==> src/design/tlas_pkg.sv <==
package tlas_pkg;

   localparam int TIME_W = 20;
   localparam int WORK_W = 12;
   localparam int INDEX_W = 6;

   localparam logic [TIME_W-1:0] TIME_MAX = {TIME_W{1'b1}};

   // predecessor code of a first station: each line stays on itself
   localparam logic [1:0] PRED_FIRST = 2'b10;

   localparam logic LINE_A = 1'b0;
   localparam logic LINE_B = 1'b1;

   typedef struct packed {
      logic [TIME_W-1:0] best_a;
      logic [TIME_W-1:0] best_b;
      logic [1:0]        pred;
   } tlas_step_type;

   // add with saturation at the largest time
   function automatic logic [TIME_W-1:0] sat_add(input logic [TIME_W-1:0] x,
                                                 input logic [TIME_W-1:0] y);
      logic [TIME_W:0] s;
      s = {1'b0, x} + {1'b0, y};
      return s[TIME_W] ? TIME_MAX : s[TIME_W-1:0];
   endfunction

   function automatic logic [TIME_W-1:0] widen(input logic [WORK_W-1:0] v);
      return {{(TIME_W-WORK_W){1'b0}}, v};
   endfunction

endpackage

==> src/design/tlas_step.sv <==
module tlas_step (
   input  logic                         first_station,
   input  logic [tlas_pkg::WORK_W-1:0]  work_time_a,
   input  logic [tlas_pkg::WORK_W-1:0]  work_time_b,
   input  logic [tlas_pkg::WORK_W-1:0]  move_cost_a,
   input  logic [tlas_pkg::WORK_W-1:0]  move_cost_b,
   input  logic [tlas_pkg::TIME_W-1:0]  best_a,
   input  logic [tlas_pkg::TIME_W-1:0]  best_b,
   output tlas_pkg::tlas_step_type      step
);
   import tlas_pkg::*;

   logic [TIME_W-1:0] wa, wb, ma, mb;
   logic [TIME_W-1:0] stay_a, swap_a, stay_b, swap_b;

   assign wa = widen(work_time_a);
   assign wb = widen(work_time_b);
   assign ma = widen(move_cost_a);
   assign mb = widen(move_cost_b);

   // candidate finishing times on each line
   assign stay_a = sat_add(best_a, wa);
   assign swap_a = sat_add(sat_add(best_b, mb), wa);
   assign stay_b = sat_add(best_b, wb);
   assign swap_b = sat_add(sat_add(best_a, ma), wb);

   // stay only when strictly cheaper, a tie takes the switch
   always_comb begin
      if (first_station) begin
         step.best_a = sat_add(wa, ma);
         step.best_b = sat_add(wb, mb);
         step.pred   = PRED_FIRST;
      end else begin
         if (stay_a < swap_a) begin
            step.best_a  = stay_a;
            step.pred[0] = LINE_A;
         end else begin
            step.best_a  = swap_a;
            step.pred[0] = LINE_B;
         end
         if (stay_b < swap_b) begin
            step.best_b  = stay_b;
            step.pred[1] = LINE_B;
         end else begin
            step.best_b  = swap_b;
            step.pred[1] = LINE_A;
         end
      end
   end

endmodule

==> src/design/two_line_assembly_schedule.sv <==
// two-line assembly schedule
// req channel: one transaction per station, first_station starts a route and
// carries the entry times, last_station closes it and carries the exit times.
// stations are taken one per cycle; a station that is neither first nor fits
// in the predecessor memory is taken and dropped without effect.
// rsp channel: after the last station the route comes back last station
// first, one transaction per station, route_end on station zero, each with
// the same total_time.
// the first route entry follows the last station through the final state, which
// adds the exit times, and then through the output register.
// after that one entry per cycle, set by the registered read of the
// predecessor memory that feeds the line of the next entry.
// req_ready is low from the last station until the final entry is loaded.
// a stalled rsp_ready holds the output register and pauses the traceback.
// reset clears the best times, the station count and the output valid; the
// predecessor memory is not cleared and is only read where it was written.
module two_line_assembly_schedule #(
   parameter int MAX_STATIONS = 64
) (
   input  logic                         clock,
   input  logic                         reset,
   input  logic                         req_valid,
   output logic                         req_ready,
   input  logic                         req_first_station,
   input  logic                         req_last_station,
   input  logic [tlas_pkg::WORK_W-1:0]  req_work_time_a,
   input  logic [tlas_pkg::WORK_W-1:0]  req_work_time_b,
   input  logic [tlas_pkg::WORK_W-1:0]  req_move_cost_a,
   input  logic [tlas_pkg::WORK_W-1:0]  req_move_cost_b,
   input  logic [tlas_pkg::WORK_W-1:0]  req_exit_time_a,
   input  logic [tlas_pkg::WORK_W-1:0]  req_exit_time_b,
   output logic                         rsp_valid,
   input  logic                         rsp_ready,
   output logic [tlas_pkg::INDEX_W-1:0] rsp_station_index,
   output logic                         rsp_chosen_line,
   output logic [tlas_pkg::TIME_W-1:0]  rsp_total_time,
   output logic                         rsp_route_end
);
   import tlas_pkg::*;

   localparam int IDX_W = $clog2(MAX_STATIONS);
   localparam int CNT_W = $clog2(MAX_STATIONS + 1);

   localparam logic [1:0] ST_IDLE  = 2'd0;
   localparam logic [1:0] ST_FINAL = 2'd1;
   localparam logic [1:0] ST_TRACE = 2'd2;

   logic [1:0]        state_ff, state_in;
   logic [TIME_W-1:0] best_a_ff, best_a_in, best_b_ff, best_b_in;
   logic [CNT_W-1:0]  count_ff, count_in;
   logic [WORK_W-1:0] exit_a_ff, exit_a_in, exit_b_ff, exit_b_in;
   logic [TIME_W-1:0] total_ff, total_in;
   logic [IDX_W-1:0]  k_ff, k_in;
   logic              line_ff, line_in;
   logic              known_ff, known_in;
   logic              rd_valid_ff;
   logic [1:0]        rd_data_ff;
   logic              out_valid_ff, out_valid_in;
   logic [INDEX_W-1:0] out_index_ff;
   logic              out_line_ff, out_end_ff;
   logic [TIME_W-1:0] out_total_ff;

   logic [1:0]        pred_mem [MAX_STATIONS];

   tlas_step_type     step;
   logic              accept, full, take, mem_we, emit, slot_free, cur_line;
   logic [IDX_W-1:0]  wr_addr;
   logic [TIME_W-1:0] exit_sum_a, exit_sum_b;

   // forward pass for one station
   tlas_step u_step (
      .first_station (req_first_station),
      .work_time_a   (req_work_time_a),
      .work_time_b   (req_work_time_b),
      .move_cost_a   (req_move_cost_a),
      .move_cost_b   (req_move_cost_b),
      .best_a        (best_a_ff),
      .best_b        (best_b_ff),
      .step          (step)
   );

   assign req_ready = (state_ff == ST_IDLE);
   assign accept    = req_valid && req_ready;
   assign full      = (count_ff >= CNT_W'(MAX_STATIONS));
   assign take      = accept && (req_first_station || !full);
   assign mem_we    = take;
   assign wr_addr   = req_first_station ? '0 : count_ff[IDX_W-1:0];

   // totals with exit times
   assign exit_sum_a = sat_add(best_a_ff, widen(exit_a_ff));
   assign exit_sum_b = sat_add(best_b_ff, widen(exit_b_ff));

   // traceback: line of the next entry comes straight from the read data
   assign slot_free = !out_valid_ff || rsp_ready;
   assign cur_line  = rd_valid_ff ? rd_data_ff[line_ff] : line_ff;
   assign emit      = (state_ff == ST_TRACE) && (known_ff || rd_valid_ff) && slot_free;

   always_comb begin
      state_in     = state_ff;
      best_a_in    = best_a_ff;
      best_b_in    = best_b_ff;
      count_in     = count_ff;
      exit_a_in    = exit_a_ff;
      exit_b_in    = exit_b_ff;
      total_in     = total_ff;
      k_in         = k_ff;
      line_in      = line_ff;
      known_in     = known_ff;
      out_valid_in = out_valid_ff && !rsp_ready;
      case (state_ff)
         ST_IDLE: begin
            if (take) begin
               best_a_in = step.best_a;
               best_b_in = step.best_b;
               count_in  = req_first_station ? CNT_W'(1) : count_ff + CNT_W'(1);
               exit_a_in = req_exit_time_a;
               exit_b_in = req_exit_time_b;
               if (req_last_station) begin
                  state_in = ST_FINAL;
               end
            end
         end
         ST_FINAL: begin
            // line a only when strictly cheaper
            if (exit_sum_a < exit_sum_b) begin
               total_in = exit_sum_a;
               line_in  = LINE_A;
            end else begin
               total_in = exit_sum_b;
               line_in  = LINE_B;
            end
            k_in     = IDX_W'(count_ff - CNT_W'(1));
            count_in = '0;
            known_in = 1'b1;
            state_in = ST_TRACE;
         end
         ST_TRACE: begin
            if (emit) begin
               out_valid_in = 1'b1;
               line_in      = cur_line;
               known_in     = 1'b0;
               k_in         = k_ff - IDX_W'(1);
               if (k_ff == '0) begin
                  state_in = ST_IDLE;
               end
            end else if (rd_valid_ff) begin
               line_in  = cur_line;
               known_in = 1'b1;
            end
         end
         default: begin
            state_in = ST_IDLE;
         end
      endcase
   end

   // control and state registers
   always_ff @(posedge clock) begin
      if (reset) begin
         state_ff     <= ST_IDLE;
         best_a_ff    <= '0;
         best_b_ff    <= '0;
         count_ff     <= '0;
         known_ff     <= 1'b0;
         rd_valid_ff  <= 1'b0;
         out_valid_ff <= 1'b0;
      end else begin
         state_ff     <= state_in;
         best_a_ff    <= best_a_in;
         best_b_ff    <= best_b_in;
         count_ff     <= count_in;
         known_ff     <= known_in;
         rd_valid_ff  <= emit;
         out_valid_ff <= out_valid_in;
      end
   end

   // payload registers
   always_ff @(posedge clock) begin
      exit_a_ff <= exit_a_in;
      exit_b_ff <= exit_b_in;
      total_ff  <= total_in;
      k_ff      <= k_in;
      line_ff   <= line_in;
      if (emit) begin
         out_index_ff <= INDEX_W'(k_ff);
         out_line_ff  <= cur_line;
         out_total_ff <= total_ff;
         out_end_ff   <= (k_ff == '0);
      end
   end

   // predecessor memory, one write port and one registered read port
   always_ff @(posedge clock) begin
      if (mem_we) begin
         pred_mem[wr_addr] <= step.pred;
      end
      if (emit) begin
         rd_data_ff <= pred_mem[k_ff];
      end
   end

   assign rsp_valid         = out_valid_ff;
   assign rsp_station_index = out_index_ff;
   assign rsp_chosen_line   = out_line_ff;
   assign rsp_total_time    = out_total_ff;
   assign rsp_route_end     = out_end_ff;

endmodule

==> config.mk <==
export PLATFORM = sky130hd
export DESIGN_NAME = two_line_assembly_schedule
export DESIGN_NICKNAME = d
export VERILOG_FILES = /design/src/design/tlas_pkg.sv /design/src/design/tlas_step.sv /design/src/design/two_line_assembly_schedule.sv
export SDC_FILE = /design/constraint.sdc
export NUM_CORES = 1
export LEC_CHECK = 0
export BUFFER_PORTS_ARGS = -buffer_cell sky130_fd_sc_hd__buf_2
export CAP_MARGIN = 0
export CORE_AREA = 4 4 242 244
export DETAILED_ROUTE_END_ITERATION = 10
export DIE_AREA = 0 0 246 248
export HOLD_SLACK_MARGIN = 0.1
export RECOVER_POWER = 25
export SLEW_MARGIN = 10
export SYNTH_ARGS = -nofsm -noshare
export SYNTH_HDL_FRONTEND = slang
export SYNTH_HIERARCHICAL = 1
export SYNTH_SLANG_ARGS = --single-unit
==> constraint.sdc <==
create_clock -name clock -period 8.3 [get_ports clock]
set_input_delay 1.245 -clock clock [delete_from_list [all_inputs] [get_ports clock]]
set_output_delay 1.245 -clock clock [all_outputs]
set_load 0.005 [all_outputs]
==> flow_metrics.py <==
metrics = {
    "clock_network": {
        "cts.sinks": 261,
        "numCtsBuffers": 30,
        "cts_repair_resize_count": 0,
        "worst_skew_pair.late_latency_ns": 0.58,
        "clock_path_buffers": 3,
        "ctsRootBufferMaster": "clkbuf_16",
        "hold_buffers": 0,
        "clkSlewWorstSetupHoldPaths_ns": 0.06,
        "cts_tree": "yes",
        "ctsHtreeMaxLevel": 1,
        "cts_setup_buffers": 0,
    },
    "power_and_ir_drop": {
        "netSwitchingFraction_pct": 45.9,
        "power_density_mw_per_mm2": 446,
        "p_leak_uw": 0.00860,
        "vdd_drop_max_v": 0.000393,
        "power.switching_uw": 4530,
        "power_frac_clock_pct": 15.5,
        "power.internal_uw": 5340,
        "pwr-share-comb_pct": 62.2,
        "seq_power_share_pct": 22.3,
    },
    "grt": {
        "antenna_found_initial": 0,
        "track_usage_pct": 18.8,
        "gr-total-overflow": 0,
        "grt_pass1_wl_um": 91200,
        "grt_max_degree": 70,
        "grt_pass1_vias": 16079,
    },
    "final_layout": {
        "antenna_cells": 0,
        "regArea_mm2": 0.00732,
        "layout_common_cells": "nand2_1 (245), nor2_1 (241), edfxtp_1 (209), ha_1 (179), a21oi_1 (162)",
        "multi_input_area_mm2": 0.0116,
        "finalNetCount": 2412,
        "final_layout_size_suffix_gt1_share_pct": 12.4,
        "final_cells": 2925,
        "final_common_cell": "nand2_1",
        "syn2layout_area_growth_pct": 12.9,
        "n_fill_cell": 5578,
    },
    "synth": {
        "syn_area_per_cell_um2": 9.56,
        "yosys.area.top_type": "edfxtp_1",
        "syn_inst": 2048,
        "ys_top_cells_by_area": "edfxtp_1 (32%), ha_1 (11%), dfxtp_1 (5.3%)",
        "async_flop_share_pct": 0,
        "ys_ff_latch": 261,
        "yosys.area.top_type_share_pct": 32.1,
        "synth-edff-count": 209,
        "yosys_warnings": 6,
        "synth-seq-area-share_pct": 37.4,
        "syn_area_mm2": 0.0196,
        "synth_cell_types": 94,
        "syn-num-nets": 2315,
        "synth_ff_type": "edfxtp_1",
    },
    "critical_path": {
        "crit_type": "in -> reg",
        "cp.arrival_ns": 8.12,
        "critPathCaptureType": "flip-flop",
        "startpoint": "req_move_cost_b[0]",
        "crit_path_start_kind": "input port",
        "worst_ep_required_time_ns": 8.67,
        "slowest_delay_ns": 0.44,
        "crit_slowest_cell": "a211oi_1",
        "rr_worst_depth": 30,
        "crit_fanout": 64,
        "cpMostUsedCell": "ha_1",
        "reg2reg_from": "best_b_ff[0]",
    },
    "timing": {
        "period_needed_ns": 7.75,
        "slew_headroom_pct": -90.0,
        "slew_viol_final": 112,
        "setup_viol": 0,
        "final-hold-violation-count": 0,
        "fin_crit_sh_pct": 93.4,
        "worst_slew_pin_slew_ns": 2.85,
        "max_freq_mhz": 129,
        "whs_ns": 0.421,
        "clock_skew_ns": 0.0192,
        "rsz0062_at_grt": "false",
    },
    "routing": {
        "postRouteAntennaNets": 0,
        "drt_iter0_markers": 1197,
        "wl_um": 59200,
        "drc_errors": 0,
        "vias": 16265,
        "routed_via_density": 5.56,
        "wl_per_cell_um": 20.2,
        "dr.pass1.iters": 5,
    },
    "die": {
        "die_h_um": 248,
        "coreArea_mm2": 0.0563,
        "start_util_pct": 34.8,
        "num_rows": 87,
        "die_w_um": 246,
        "fp.dieArea_mm2": 0.0610,
        "io_pins": 108,
    },
    "placed_design": {
        "gp_congestion": 0.961,
        "hpwlAfterDp_um": 44900,
        "numPortBuffers": 107,
        "place_inst": 2869,
    },
    "min_path": {
        "holdPathStages": 0,
        "hold_start": "total_ff[10]",
        "hp-class": "reg -> reg",
    },
    "run_status": {
        "violations": "max-capacitance violations, max-slew violations",
        "status": "complete, but fails checks",
    },
    "run": {
        "cap_violations": 3,
    },
}
critical path: cells and delay by family:
family          cells  cell delay, ns
compound gates     11            2.53
fa+ha+maj           4            1.31
buf+inv             5            0.95
simple gates       11            2.01
metrics by stage:
| stage | utilization, % | power, uW | setup WS (ns) | setup TNS [ns] | instance area [um2] |
|---|---|---|---|---|---|
| after floorplan | - | 6660 | 0.129 | 0 | 19600 |
| after global placement | 37.3 | 8170 | -0.0489 | -0.128 | 21000 |
| after detailed placement | 37.3 | 8260 | -0.141 | -3.10 | 21000 |
| after CTS | 39.3 | 9850 | 0.495 | 0 | 22100 |
| after global routing | 39.3 | 10600 | 0.000548 | 0 | 22100 |
| final | 39.3 | 9860 | 0.548 | 0 | 22100 |
final timing paths:
path,endpoint,slack (ns)
worst max-delay path,pred_mem[4][0],0.55
worst min register to register,rsp_total_time[10],0.42
worst min-delay path,rsp_total_time[10],0.42
worst max register to register,pred_mem[4][0],0.81
power groups by stage:
stage | clock network, uW | registers, uW | logic, uW
final | 1530 | 2200 | 6130
after CTS | 1570 | 2200 | 6070
after detailed placement | 0 | 2230 | 6030
after global routing | 1630 | 2210 | 6790
after floorplan | 0 | 2100 | 4570
after global placement | 0 | 2230 | 5940
synth_stat cells (15+ instances only):
library cell / number
a21o_1: 47
o21a_1: 31
xnor2_1: 54
nand2b_1: 25
o211ai_1: 18
a211oi_1: 23
nor2b_1: 26
a31oi_1: 22
ha_1: 179
o21ai_0: 92
nor3_1: 36
xor2_1: 39
nand3_1: 52
or3_1: 15
edfxtp_1: 209
nand2_1: 245
clkbuf_1: 47
mux4_2: 42
o21bai_1: 16
dfxtp_1: 52
inv_1: 86
a21oi_1: 162
nand4_1: 21
nor2_1: 241
mux2i_1: 33
logic make-up after synthesis:
family / after synthesis / share of synthesized area [%]
mux: 88 / 7.34
simple gates: 730 / 17.0
flops: 261 / 37.4
buf+inv: 153 / 3.32
fa+ha+maj: 189 / 12.5
compound gates: 534 / 18.3
xor+xnor: 93 / 4.16
layout make-up:
class                           instances  area share (%)
Clock buffer                           31            3.41
Sequential cell                       261            33.1
Timing Repair Buffer                  132            3.28
Multi-Input combinational cell       1634            52.6
Tap cell                              756            4.28
Clock inverter                         25            1.85
Inverter                               86            1.46
layer usage:
layer / GRT usage (%) / vias up / part of all wire [%]
li1: - / 7798 / -
met1: 23.8 / 7879 / 43
met2: 32.9 / 465 / 48
met3: 2.25 / 123 / 4.2
met4: 7.46 / 0 / 4.7
met5: 0 / - / 0
state kept, by name, indices dropped and copies added (netlist names), 2 cells and up:
| name | count |
|---|---|
| best_a_ff | 20 |
| best_b_ff | 20 |
| count_ff | 7 |
| exit_a_ff | 12 |
| exit_b_ff | 12 |
| k_ff | 6 |
| pred_mem | 128 |
| rd_data_ff | 2 |
| rsp_station_index | 6 |
| rsp_total_time | 20 |
| state_ff | 2 |
| total_ff | 20 |
Power figures use the tool's default switching activity.
